===== src/eeg_pkg.sv =====
// types, widths and helpers for the extended euclid gcd core
// no dependencies
package eeg_pkg;

  localparam int unsigned OperandBits   = 32;
  localparam int unsigned MagBits       = 31;
  localparam int unsigned CoefBits      = 32;
  localparam int unsigned DataBitsDflt  = 32;

  typedef logic [MagBits-1:0]  mag_t;
  typedef logic [CoefBits-1:0] coef_t;

  typedef struct packed {
    logic busy;
    logic done;
  } div_status_t;

  // magnitude of a two's complement operand, most negative value saturates
  function automatic mag_t magnitude(input logic [OperandBits-1:0] v);
    logic [OperandBits-1:0] neg;
    neg = ~v + OperandBits'(1);
    if (!v[OperandBits-1]) begin
      magnitude = v[MagBits-1:0];
    end else if (neg[OperandBits-1]) begin
      magnitude = '1;
    end else begin
      magnitude = neg[MagBits-1:0];
    end
  endfunction

endpackage


===== src/eeg_if.sv =====
// channel interfaces for the extended euclid gcd core
// depends on eeg_pkg
interface eeg_in_if;
  logic valid;
  logic ready;
  logic signed [eeg_pkg::OperandBits-1:0] first_value;
  logic signed [eeg_pkg::OperandBits-1:0] second_value;
  modport source (output valid, output first_value, output second_value, input ready);
  modport sink (input valid, input first_value, input second_value, output ready);
endinterface

interface eeg_out_if;
  logic valid;
  logic ready;
  logic [eeg_pkg::MagBits-1:0] divisor;
  logic signed [eeg_pkg::CoefBits-1:0] coef_first;
  logic signed [eeg_pkg::CoefBits-1:0] coef_second;
  logic undefined;
  modport source (output valid, output divisor, output coef_first, output coef_second,
                  output undefined, input ready);
  modport sink (input valid, input divisor, input coef_first, input coef_second,
                input undefined, output ready);
endinterface


===== src/extended_euclid_gcd_core.sv =====
// extended euclid gcd core: gcd of two operand magnitudes with bezout coefficients
// input channel carries first_value and second_value, output channel carries divisor,
// coef_first, coef_second and undefined; valid/ready, a transaction on valid and ready
// each operand is replaced by its magnitude (most negative value saturates)
// one transaction in gives exactly one transaction out
// the core takes one operand pair at a time; in_i.ready is low while it works
// each quotient step is one pass through the shared bit-serial divider, then back to the check state
// the quotient step count is at most 46 for 31-bit magnitudes
// both operands zero skip the divider and go straight to the done state
// in_i.ready rises again in the cycle the result is registered
// step count is capped at 2 * DATA_BITS, beyond that undefined is reported
// results sit in an output register; a finished result waits there while the
// receiver stalls, and the core holds the next result until the register frees
// reset clears all control state; no transaction is in flight after reset
module extended_euclid_gcd_core #(
  parameter int unsigned DATA_BITS = eeg_pkg::DataBitsDflt
) (
  input  logic      clk_i,
  input  logic      rst_ni,
  eeg_in_if.sink    in_i,
  eeg_out_if.source out_o
);

  localparam int unsigned Limit    = 2 * DATA_BITS;
  localparam int unsigned StepBits = $clog2(Limit + 1);

  typedef enum logic [1:0] {ST_IDLE, ST_CHECK, ST_DIV, ST_DONE} state_e;

  state_e               state_q;
  logic [StepBits-1:0]  steps_q;
  logic                 undef_q;
  eeg_pkg::mag_t        old_r_q, r_q;
  eeg_pkg::coef_t       old_cb_q, cb_q, old_ca_q, ca_q;
  logic                 out_valid_q, out_undef_q;
  eeg_pkg::mag_t        out_div_q;
  eeg_pkg::coef_t       out_cf_q, out_cs_q;
  eeg_pkg::mag_t        mag_a, mag_b, rem;
  eeg_pkg::coef_t       prod_b, prod_a;
  eeg_pkg::div_status_t div_st;
  logic                 div_start, in_take, out_free;

  assign mag_a     = eeg_pkg::magnitude(in_i.first_value);
  assign mag_b     = eeg_pkg::magnitude(in_i.second_value);
  assign in_i.ready = (state_q == ST_IDLE);
  assign in_take   = in_i.valid && in_i.ready;
  assign out_free  = !out_valid_q || out_o.ready;
  assign div_start = (state_q == ST_CHECK) && (r_q != '0) && (steps_q != StepBits'(Limit));

  eeg_div u_div (
    .clk_i      (clk_i),
    .rst_ni     (rst_ni),
    .start_i    (div_start),
    .dividend_i (old_r_q),
    .divisor_i  (r_q),
    .coef_b_i   (cb_q),
    .coef_a_i   (ca_q),
    .status_o   (div_st),
    .rem_o      (rem),
    .prod_b_o   (prod_b),
    .prod_a_o   (prod_a)
  );

  always_ff @(posedge clk_i or negedge rst_ni) begin
    if (!rst_ni) begin
      state_q     <= ST_IDLE;
      steps_q     <= '0;
      undef_q     <= 1'b0;
      out_valid_q <= 1'b0;
    end else begin
      if (state_q == ST_DONE && out_free) begin
        out_valid_q <= 1'b1;
      end else if (out_o.ready) begin
        out_valid_q <= 1'b0;
      end
      unique case (state_q)
        ST_IDLE: begin
          if (in_take) begin
            steps_q <= '0;
            undef_q <= (mag_a == '0) && (mag_b == '0);
            state_q <= ((mag_a == '0) && (mag_b == '0)) ? ST_DONE : ST_CHECK;
          end
        end
        ST_CHECK: begin
          if (r_q == '0) begin
            state_q <= ST_DONE;
          end else if (steps_q == StepBits'(Limit)) begin
            undef_q <= 1'b1;
            state_q <= ST_DONE;
          end else begin
            state_q <= ST_DIV;
          end
        end
        ST_DIV: begin
          if (div_st.done) begin
            steps_q <= steps_q + StepBits'(1);
            state_q <= ST_CHECK;
          end
        end
        ST_DONE: begin
          if (out_free) begin
            state_q <= ST_IDLE;
          end
        end
        default: state_q <= ST_IDLE;
      endcase
    end
  end

  always_ff @(posedge clk_i) begin
    if (in_take) begin
      old_r_q  <= mag_b;
      r_q      <= mag_a;
      old_cb_q <= eeg_pkg::CoefBits'(1);
      cb_q     <= '0;
      old_ca_q <= '0;
      ca_q     <= eeg_pkg::CoefBits'(1);
    end else if (state_q == ST_DIV && div_st.done) begin
      old_r_q  <= r_q;
      r_q      <= rem;
      old_cb_q <= cb_q;
      cb_q     <= old_cb_q - prod_b;
      old_ca_q <= ca_q;
      ca_q     <= old_ca_q - prod_a;
    end
    if (state_q == ST_DONE && out_free) begin
      out_undef_q <= undef_q;
      out_div_q   <= undef_q ? '0 : old_r_q;
      out_cf_q    <= undef_q ? '0 : old_ca_q;
      out_cs_q    <= undef_q ? '0 : old_cb_q;
    end
  end

  assign out_o.valid       = out_valid_q;
  assign out_o.undefined   = out_undef_q;
  assign out_o.divisor     = out_div_q;
  assign out_o.coef_first  = out_cf_q;
  assign out_o.coef_second = out_cs_q;

endmodule


===== src/eeg_div.sv =====
// iterative restoring divider, one quotient bit per cycle
// also builds quotient times both coefficients by shift and add; depends on eeg_pkg
module eeg_div (
  input  logic                 clk_i,
  input  logic                 rst_ni,
  input  logic                 start_i,
  input  eeg_pkg::mag_t        dividend_i,
  input  eeg_pkg::mag_t        divisor_i,
  input  eeg_pkg::coef_t       coef_b_i,
  input  eeg_pkg::coef_t       coef_a_i,
  output eeg_pkg::div_status_t status_o,
  output eeg_pkg::mag_t        rem_o,
  output eeg_pkg::coef_t       prod_b_o,
  output eeg_pkg::coef_t       prod_a_o
);

  localparam int unsigned CntBits = $clog2(eeg_pkg::MagBits);

  logic                 busy_q, done_q;
  logic [CntBits-1:0]   cnt_q;
  eeg_pkg::mag_t        rem_q, dvd_q, dsr_q;
  eeg_pkg::coef_t       cb_q, ca_q, pb_q, pa_q;
  logic [eeg_pkg::MagBits:0] trial, diff;
  logic                 qbit;

  assign trial = {rem_q, dvd_q[eeg_pkg::MagBits-1]};
  assign diff  = trial - {1'b0, dsr_q};
  assign qbit  = !diff[eeg_pkg::MagBits];

  always_ff @(posedge clk_i or negedge rst_ni) begin
    if (!rst_ni) begin
      busy_q <= 1'b0;
      done_q <= 1'b0;
      cnt_q  <= '0;
    end else begin
      done_q <= 1'b0;
      if (start_i && !busy_q) begin
        busy_q <= 1'b1;
        cnt_q  <= CntBits'(eeg_pkg::MagBits - 1);
      end else if (busy_q) begin
        if (cnt_q == '0) begin
          busy_q <= 1'b0;
          done_q <= 1'b1;
        end
        cnt_q <= cnt_q - CntBits'(1);
      end
    end
  end

  always_ff @(posedge clk_i) begin
    if (start_i && !busy_q) begin
      rem_q <= '0;
      dvd_q <= dividend_i;
      dsr_q <= divisor_i;
      cb_q  <= coef_b_i;
      ca_q  <= coef_a_i;
      pb_q  <= '0;
      pa_q  <= '0;
    end else if (busy_q) begin
      rem_q <= qbit ? diff[eeg_pkg::MagBits-1:0] : trial[eeg_pkg::MagBits-1:0];
      dvd_q <= {dvd_q[eeg_pkg::MagBits-2:0], 1'b0};
      pb_q  <= {pb_q[eeg_pkg::CoefBits-2:0], 1'b0} + (qbit ? cb_q : '0);
      pa_q  <= {pa_q[eeg_pkg::CoefBits-2:0], 1'b0} + (qbit ? ca_q : '0);
    end
  end

  assign status_o.busy = busy_q;
  assign status_o.done = done_q;
  assign rem_o    = rem_q;
  assign prod_b_o = pb_q;
  assign prod_a_o = pa_q;

endmodule


===== src/flat_wrapper.sv =====
// flat-port wrapper written by rule: the top's interface ports become plain ports
module extended_euclid_gcd_core_flat 
#(
  parameter int unsigned DATA_BITS = eeg_pkg::DataBitsDflt
)
  (clk_i, rst_ni, in_i_valid, in_i_first_value, in_i_second_value, in_i_ready, out_o_valid, out_o_divisor, out_o_coef_first, out_o_coef_second, out_o_undefined, out_o_ready);
  eeg_in_if in_i_i ();
  eeg_out_if out_o_i ();
  input  logic clk_i;
  input  logic rst_ni;
  input wire logic [$bits(in_i_i.valid)-1:0] in_i_valid;
  input wire logic [$bits(in_i_i.first_value)-1:0] in_i_first_value;
  input wire logic [$bits(in_i_i.second_value)-1:0] in_i_second_value;
  output wire logic [$bits(in_i_i.ready)-1:0] in_i_ready;
  output wire logic [$bits(out_o_i.valid)-1:0] out_o_valid;
  output wire logic [$bits(out_o_i.divisor)-1:0] out_o_divisor;
  output wire logic [$bits(out_o_i.coef_first)-1:0] out_o_coef_first;
  output wire logic [$bits(out_o_i.coef_second)-1:0] out_o_coef_second;
  output wire logic [$bits(out_o_i.undefined)-1:0] out_o_undefined;
  input wire logic [$bits(out_o_i.ready)-1:0] out_o_ready;
  assign in_i_i.valid = in_i_valid;
  assign in_i_i.first_value = in_i_first_value;
  assign in_i_i.second_value = in_i_second_value;
  assign in_i_ready = in_i_i.ready;
  assign out_o_valid = out_o_i.valid;
  assign out_o_divisor = out_o_i.divisor;
  assign out_o_coef_first = out_o_i.coef_first;
  assign out_o_coef_second = out_o_i.coef_second;
  assign out_o_undefined = out_o_i.undefined;
  assign out_o_i.ready = out_o_ready;
  extended_euclid_gcd_core #(.DATA_BITS(DATA_BITS)) u_core (.clk_i(clk_i), .rst_ni(rst_ni), .in_i(in_i_i), .out_o(out_o_i));
endmodule

===== config.mk =====
export PLATFORM = sky130hd
export DESIGN_NAME = extended_euclid_gcd_core_flat
export DESIGN_NICKNAME = d
export VERILOG_FILES = /design/src/eeg_pkg.sv /design/src/eeg_if.sv /design/src/extended_euclid_gcd_core.sv /design/src/eeg_div.sv /design/src/flat_wrapper.sv
export SDC_FILE = /design/constraint.sdc
export NUM_CORES = 1
export LEC_CHECK = 0
export BUFFER_PORTS_ARGS = -buffer_cell sky130_fd_sc_hd__buf_2
export CORE_MARGIN = 2
export CORE_UTILIZATION = 55
export DETAILED_ROUTE_END_ITERATION = 12
export PLACE_DENSITY = 0.81
export RECOVER_POWER = 50
export SKIP_CTS_REPAIR_TIMING = 1
export SYNTH_ARGS = -nofsm -noshare
export SYNTH_HDL_FRONTEND = slang
export SYNTH_SLANG_ARGS = --single-unit
export TNS_END_PERCENT = 20

===== constraint.sdc =====
create_clock -name clk_i -period 5.2 [get_ports clk_i]
set_input_delay 1.56 -clock clk_i [delete_from_list [all_inputs] [get_ports clk_i]]
set_output_delay 1.56 -clock clk_i [all_outputs]
set_load 0.01 [all_outputs]

### Word-level counts from Yosys, hierarchy flattened

Index checks and enable logic that the tools add are counted.

* eq/ne operators: 10
* muxes and demuxes: 37
* shift operators: 0
* bitwise gates (word level): 2
* add/subtract/negate cells: 9
* div/mod/pow operators: 0
* order comparisons: 0
* $mul: 0
* reduce and logical (&&, ||, !) cells: 24

Operator list (count)
* 2-to-1 mux 31 bit: 11
* zero test 31 bit: 3
* adder 32 x 1 -> 32 bit (second input constant): 2
* adder 32 bit: 2
* 2-to-1 mux 32 bit: 2
* NOT 32 bit: 2
* subtractor 32 bit: 2
* subtractor 32 x 31 -> 32 bit: 1
* nonzero test 31 bit: 1
* 2-to-1 mux 7 bit: 2
* case mux 7 bit (2 select lines): 1
* 2-to-1 mux 1 bit: 12
* 2-to-1 mux 2 bit: 5
* 2-to-1 mux 5 bit: 2
* nonzero test 2 bit: 5
* inequality test 2 bit (second input constant): 4
* case mux 2 bit (4 select lines): 1
* adder 7 x 1 -> 7 bit (second input constant): 1
* == test 7 bit (second input constant): 1
* logical AND 1 bit: 7
* inequality test 7 bit (second input constant): 1
* AND reduction 3 bit: 2
* zero test 5 bit: 1
* subtractor 5 x 1 -> 5 bit (second input constant): 1
* other kinds (8): 10

* latch bits: 0
* RAM bits: 0
* memories kept: 0
* bits of input ports: 68
* memory bits (read-only): 0
* flip-flop bits (word level): 525

### Logic depth before layout (Yosys ltp)

Gate-level depths: netlist (run 1).

* word-level depth: 9
* gate-level depth with buffers: 24
* gate-level depth less buffers: 22

### Modules after synthesis

From an unflattened synthesis (run 1), not the netlist that was laid out.

* cell total of the unflattened synthesis: 2844
* area, all modules: 28582.4 µm²

By module, submodules not included
* extended_euclid_gcd_core: instances 1, area each 15686.3 µm², seq. area each 7582.3 µm², cells each 1597
* eeg_div: instances 1, area each 12896.1 µm², seq. area each 5860.6 µm², cells each 1247

### Least setup slack after synthesis (run 1)

OpenSTA, ideal clock, no wires.

* path type: register -> register
* from: reg u_core.u_div.dsr_q[2]
* to: reg u_core.u_div.pa_q[31] (netlist: u_core.u_div.prod_a_o[31])
* cell stages (with the launch flop): 24
* slack: 0.159 ns
* period minus slack after synthesis: 5.041 ns
* data arrival time: 4.924 ns
* path through: edfxtp_1 inv_1 ha_1 o211ai_1 a21oi_1 o311a_1 o22a_1 a21oi_1 a21oi_1 xor2_1 clkbuf_1 and2_1 ha_1 fa_1 a21oi_1 o21bai_1 nor4_1 o21ai_0 o31ai_1 nand2_1 a311oi_1 xnor2_1 xnor2_1 a22o_1

* word-level cells in the longest chain between the ends: 3

RTL lines
* start: declaration: RTL line eeg_div.sv:21 `eeg_pkg::mag_t rem_q, dvd_q, dsr_q;`
* start signal: assignment: RTL line eeg_div.sv:54 `dsr_q <= divisor_i;`
* subtractor 32 x 31 -> 32 bit: RTL line eeg_div.sv:27 `assign diff = trial - {1'b0, dsr_q};`
* 2-to-1 mux 32 bit: RTL line eeg_div.sv:63 `pa_q <= {pa_q[eeg_pkg::CoefBits-2:0], 1'b0} + (qbit ? ca_q : '0);`
* adder 32 bit: RTL line eeg_div.sv:63
* end signal: assignment: RTL line eeg_div.sv:63
* end: declaration: RTL line eeg_div.sv:22 `eeg_pkg::coef_t cb_q, ca_q, pb_q, pa_q;`

No other way between the ends.
A chain may end at the register's enable or synchronous reset.

### Worst setup path in the final report (run 1)

* from: reg u_core.u_div.dsr_q[4]
* to: reg u_core.u_div.pa_q[31] (netlist: u_core.u_div.prod_a_o[31])

The elaborated chain is that of the path after synthesis.

==> results of run 1 <==
state kept, by name, indices dropped and copies added, names as in the netlist, 32 cells and up:
name	cells
u_core.ca_q	32
u_core.cb_q	32
u_core.old_ca_q	32
u_core.old_cb_q	32
u_core.out_o.coef_first	32
u_core.out_o.coef_second	32
u_core.u_div.ca_q	32
u_core.u_div.cb_q	32
u_core.u_div.prod_a_o	32
u_core.u_div.prod_b_o	32
where the power goes:
part | internal [mW] | switching [mW]
sequential | 5.78 | 0.812
clock | 2.52 | 1.68
combinational | 4.33 | 6.15
total | 12.6 | 8.64
final cells by class:
type                    count  area [µm²]  share of cell area
clock inverters            37         463              0.0145
well taps                 680         851              0.0266
repair buffers            223        1230              0.0383
flip-flops and latches    525       13400               0.420
inverters                 145         544              0.0170
clock buffers              64        1470              0.0459
multi-input cells        2099       14000               0.438
through the flow:
step                hold slack, ps  std cells  setup WS (ps)  utilization  power [mW]
floorplan                      430       2893            159            -        14.0
global placement               436       3669           83.4        0.588        16.3
detailed placement             446       3669           23.2        0.588        16.7
CTS                            459       3770           2.51        0.626        21.0
global route                   474       3773          -8.68        0.626        22.7
finish                         460       3773            275        0.626        21.3
cell usage in the layout, fill, tap and decap left out, drive strengths merged, types with 9 or more instances in the layout:
master / instances
clkinv: 21
or4: 14
buf: 173
or3: 21
ha: 159
o21a: 27
or2: 10
o21ai: 211
nor2: 175
a32o: 9
nand4: 23
nand2: 291
inv: 146
o211ai: 12
o22ai: 27
a22o: 90
a21o: 76
nor4: 21
o31ai: 30
dfxtp: 223
edfxtp: 284
a31oi: 37
xor2: 93
and2: 71
o311ai: 10
mux2: 33
bufinv: 10
nand2b: 40
dfrtp: 18
nor3: 38
clkbuf: 114
a21oi: 186
nand3: 49
a211oi: 15
nor2b: 101
xnor2: 85
and3: 14
o21bai: 23
cells by family (layout without fill, tap and decap cells):
group                    after synthesis  count (layout)  synth area share
AND/OR/NAND/NOR                      883             883             0.152
AO/OA/AOI/OAI                        835             835             0.193
flip-flops                           525             525             0.475
buffers and inverters                269             469            0.0358
XOR/XNOR                             178             178            0.0551
adder cells (fa/ha/maj)              164             164            0.0738
multiplexers                          39              39            0.0152
path summary, 6_finish.rpt:
path                       slack, ps                                     end  cells past startpoint
max                              270  u_core.u_div.prod_a_o[31]$_SDFFE_PP0P_                     24
min                              460          u_core.u_div.ca_q[3]$_DFFE_PP_                      0
max in group asynchronous       3210           u_core.u_div.busy_q$_DFF_PN0_                      1
min reg2reg                      460          u_core.u_div.ca_q[3]$_DFFE_PP_                      0
max reg2reg                      270  u_core.u_div.prod_a_o[31]$_SDFFE_PP0P_                     24
min in group asynchronous       1160       u_core.u_div.cnt_q[3]$_DFFE_PN0P_                      1
routing by layer:
metal | GRT usage | part of all wire | up-vias
met1 | 0.368 | 0.42 | 11100
met3 | 0.0417 | 0.074 | 178
met2 | 0.453 | 0.48 | 994
li1 | - | - | 10800
met4 | 0.0962 | 0.032 | 4
met5 | 0 | 0.00085 | -
==> reports/results.tsv, run 1 <==
metric	value	unit
drv_cap	8	
cp_top_family	compound AO/OA/AOI/OAI gates	
start_kind	register	
design_area	32000	µm²
synth_seq_cells	525	
synthArstFlopShare	0.0343	
routabilityCongestion	0.951	
io_buffers	165	
drive_gt1_frac	0.111	
nets	3280	
die_x	231	µm
max_slew.worst_pin.slew	2590	ps
grt_pass1_wl	118	mm
antenna_found_initial	2	
ys.flop_type	edfxtp_1	
fin_tns_setup	0	ps
root_buffer	clkbuf_16	
synth-edff-count	284	
yosysSeqAreaShare	0.475	
slowest_delay	400	ps
synthTopCellsByCount	nand2_1 (291), edfxtp_1 (284), dfxtp_1 (223), o21ai_0 (211), a21oi_1 (186)	
p_per_area	664	nW/µm²
area_growth	13.1	%
initial_core_util	0.554	
cp.arrival	5440	ps
violations	max-capacitance violations, max-slew violations	
drt-total-wl	74.2	mm
peakVddDrop	404	µV
ant_nets	0	
skew	27.2	ps
io_pins	166	
drv_slew	388	
synthesis.area	28300	µm²
avgSynthCellArea	9.79	µm²
path_class	register to register	
clk_latency	620	ps
worstPathCellList	inv_1, ha_1, a21o_1, o311a_1, o22a_1, a21oi_2, a21oi_1, buf_4, xor2_4, buf_12, buf_12, and2_1, ha_1, nand3_1, o21bai_1, nor4_2, o21ai_1, o31ai_1, buf_4, nand2_1, a311oi_2, xnor2_1, xnor2_1, a22o_1	
rows	83	
setup_violations	0	
fmax	0.203	GHz
grt_pass1_vias	22400	
p_leak	13.2	nW
grt_start_max_net_pins	91	
htree_levels	2	
die_area	53300	µm²
dp_hpwl	51.6	mm
synth_cell_types	75	
hold_viol_final	0	
clkSinkCount	525	
rr_startpoint	u_core.u_div.dsr_q[4]$_DFFE_PP_	
num_antenna_cells	0	
synthTopCellsByArea	edfxtp_1 (30%), dfxtp_1 (16%), ha_1 (7.0%), nand2_1 (3.9%), o21ai_0 (3.7%)	
cp_num_buf_inv	5	
syn_inst	2893	
period_share	0.947	
num_vias	23100	
grt_overflow	0	
core	51100	µm²
drt_iter0_drc	2127	
fp.dieH	231	µm
clockBufferDepth	3	
drc	0	
worst_hold_path_type	register to register	
hold_start	u_core.ca_q[3]$_SDFFE_PP0P_	
status	finished with violations	
cts_tree	done	
yosysMostFrequentCell	nand2_1	
cp_slowest_cell	nor4_2	
viasPerCell	6.13	
ys_warn_count	0	
startpoint	u_core.u_div.dsr_q[4]$_DFFE_PP_	
cp.required	5720	ps
cp-end-kind	register	
slew_headroom	-0.728	
grtUsageTotal	0.274	
synthesis.nets	3125	
drt-pass1-iter-count	8	
n_fill_cell	4147	
period_needed	4930	ps
placed_area	30100	µm²
numCtsBuffers	54	
wl_per_cell	19.7	µm
yosys.area.top_type	edfxtp_1	
path_max_fanout	22	
synth_top_area_share	0.301	
clkTransAtPathRegs	70	ps
Note: power is estimated with default switching activity, not from simulation.
==> run 2: changes to the inputs <==
--- a/config.mk
+++ b/config.mk
@@ -6,7 +6,7 @@
 export NUM_CORES = 1
 export LEC_CHECK = 0
 export BUFFER_PORTS_ARGS = -buffer_cell sky130_fd_sc_hd__buf_2
-export CORE_MARGIN = 2
+export CORE_MARGIN = 1.5
 export CORE_UTILIZATION = 55
 export DETAILED_ROUTE_END_ITERATION = 12
 export PLACE_DENSITY = 0.81
==> run 2 against run 1 <==
The flow still finishes with violations (max-capacitance violations, max-slew violations). Clock power is 4% lower. First-iteration DRC count is 1.1% higher. Clock-buffer cell count is 2 lower. Register-to-register slack worse by 100 ps. Utilization is 0.96 points higher. Non-clock buffer count is 24 higher. Largest power group unchanged.
==> reports/results.tsv, run 2 (same netlist as run 1, synthesis figures left out) <==
metric	value	unit	change
p_per_area	672	nW/µm²	+1.2%
peakVddDrop	358	µV	-11%
num_antenna_cells	0		unchanged
clkSinkCount	525		unchanged
cp.required	5670	ps	-50 ps
placed_area	30100	µm²	+0.23%
core	50500	µm²	-1.2%
cp-end-kind	register		
status	finished with violations		
drt_iter0_drc	2150		+1.1%
cp_slowest_cell	edfxtp_1		
fin_ws	174	ps	-101 ps
die_area	52800	µm²	-0.86%
dp_slack	-199	ps	-222 ps
rows	82		-1.2%
drc	0		unchanged
slowest_delay	380	ps	-20 ps
htree_levels	2		unchanged
fp.dieH	230	µm	-0.43%
ant_nets	0		unchanged
grt_overflow	0		unchanged
violations	max-capacitance violations, max-slew violations		
drv_cap	6		-2
io_buffers	165		unchanged
slew_headroom	-1.47		-0.745
start_kind	register		
final-seq-area	13400	µm²	about the same
nets	3304		+0.73%
path_class	register to register		
r2r.worst_path.cells	24		unchanged
drt-total-wl	74.9	mm	+0.99%
num_vias	23300		+0.57%
area_growth	13.4	%	
period_needed	5030	ps	+101 ps
cts_tree	done		
cp.depth	24		unchanged
cpMostUsedCell	a21oi_2		
clkTransAtPathRegs	60	ps	about the same
rrSetupSlack	170	ps	-100 ps
wl_per_cell	19.8	µm	+0.62%
skew	26.2	ps	-0.995 ps
multiInputGateArea	14100	µm²	+0.51%
grtUsageTotal	0.275		+0.000290
die_x	230	µm	-0.43%
clockBufferDepth	3		unchanged
worst_hold_path_type	register to register		
n_fill_cell	4040		-2.6%
grt_pass1_vias	22400		+0.080%
setup_violations	0		unchanged
grt_pass1_wl	118	mm	-0.64%
io_pins	166		unchanged
cp_num_buf_inv	3		-2
cp.arrival	5490	ps	+50 ps
routabilityCongestion	0.943		-0.84%
path_max_fanout	5		-77%
period_share	0.967		+0.0195
p_leak	13.2	nW	-0.17%
clk_latency	610	ps	about the same
endpoint	u_core.u_div.prod_a_o[29]$_SDFFE_PP0P_		
hold_viol_final	0		unchanged
fin_total_pwr	21.6	mW	+1.5%
startpoint	u_core.u_div.dsr_q[2]$_DFFE_PP_		
grt_start_max_net_pins	98		+7.7%
final_util	0.636		+0.00965
fin_tns_setup	0	ps	unchanged
worstPathCellList	inv_2, ha_4, o211ai_1, a21oi_2, o311a_1, o22a_1, a21oi_2, a21oi_2, xor2_4, buf_6, and2_1, ha_2, fa_2, a21oi_2, o21bai_1, nor4_2, o21ai_1, o31ai_1, buf_4, a311o_1, nand3_1, a21oi_1, xnor2_1, o22ai_1		
rr_startpoint	u_core.u_div.dsr_q[2]$_DFFE_PP_		
mostFrequentLayoutCells	nand2_1 (290), edfxtp_1 (284), dfxtp_1 (223), o21ai_0 (206), a21oi_1 (178)		
mostFrequentLayoutCell	nand2_1		
max_slew.worst_pin.slew	3710	ps	+1120 ps
drt-pass1-iter-count	6		-2
fmax	0.199	GHz	-2.0%
reg2reg_to	u_core.u_div.prod_a_o[29]$_SDFFE_PP0P_		
viasPerCell	6.14		+0.20%
drive_gt1_frac	0.106		-0.00496
drv_slew	400		+3.1%
cp_top_family	compound AO/OA/AOI/OAI gates		
dp_hpwl	51.9	mm	+0.60%
design_area	32100	µm²	+0.32%
root_buffer	clkbuf_16		
antenna_found_initial	4		+2
numCtsBuffers	54		unchanged
initial_core_util	0.561		+0.00676
-- run 2: through the flow --
stage | instances | hold slack (ps)
floorplan | 2893 | 430
global placement | 3675 | 436
detailed placement | 3675 | 442
CTS | 3774 | 446
global route | 3787 | 468
finish | 3787 | 456
-- run 2: worst min path at each step --
stage	end	slack [ps]	start	depth (start not counted)
after global routing	u_core.u_div.cb_q[24]$_DFFE_PP_	470	u_core.cb_q[24]$_SDFFE_PP0P_	0
after detailed placement	u_core.u_div.cb_q[1]$_DFFE_PP_	440	u_core.cb_q[1]$_SDFFE_PP0P_	0
after CTS	u_core.u_div.cb_q[3]$_DFFE_PP_	450	u_core.cb_q[3]$_SDFFE_PP0P_	0
after global placement	u_core.u_div.cb_q[10]$_DFFE_PP_	440	u_core.cb_q[10]$_SDFFE_PP0P_	0
after floorplan	u_core.u_div.ca_q[1]$_DFFE_PP_	430	u_core.ca_q[1]$_SDFFE_PP0P_	0
final	u_core.u_div.cb_q[3]$_DFFE_PP_	460	u_core.cb_q[3]$_SDFFE_PP0P_	0
-- run 2: power by group --
group / internal, mW / leakage [nW] / switching (mW)
logic: 4.59 / 7.55 / 6.32
clock network: 2.37 / 0.899 / 1.66
registers: 5.77 / 4.75 / 0.865
total: 12.7 / 13.2 / 8.85
-- run 2: final cells by class --
cell class / instances / share of cell area
Clock buffer: 62 / 0.0446
Clock inverter: 37 / 0.0125
Inverter: 145 / 0.0169
Multi-Input combinational cell: 2099 / 0.438
Sequential cell: 525 / 0.419
Tap cell: 672 / 0.0262
Timing Repair Buffer: 247 / 0.0426
-- run 2: metal layers --
| metal | vias up | GRT usage | share of wire |
|---|---|---|---|
| li1 | 10900 | - | - |
| met1 | 11300 | 0.366 | 0.42 |
| met2 | 925 | 0.460 | 0.48 |
| met3 | 173 | 0.0361 | 0.069 |
| met4 | 2 | 0.0970 | 0.029 |
| met5 | - | 0 | 0.00017 |
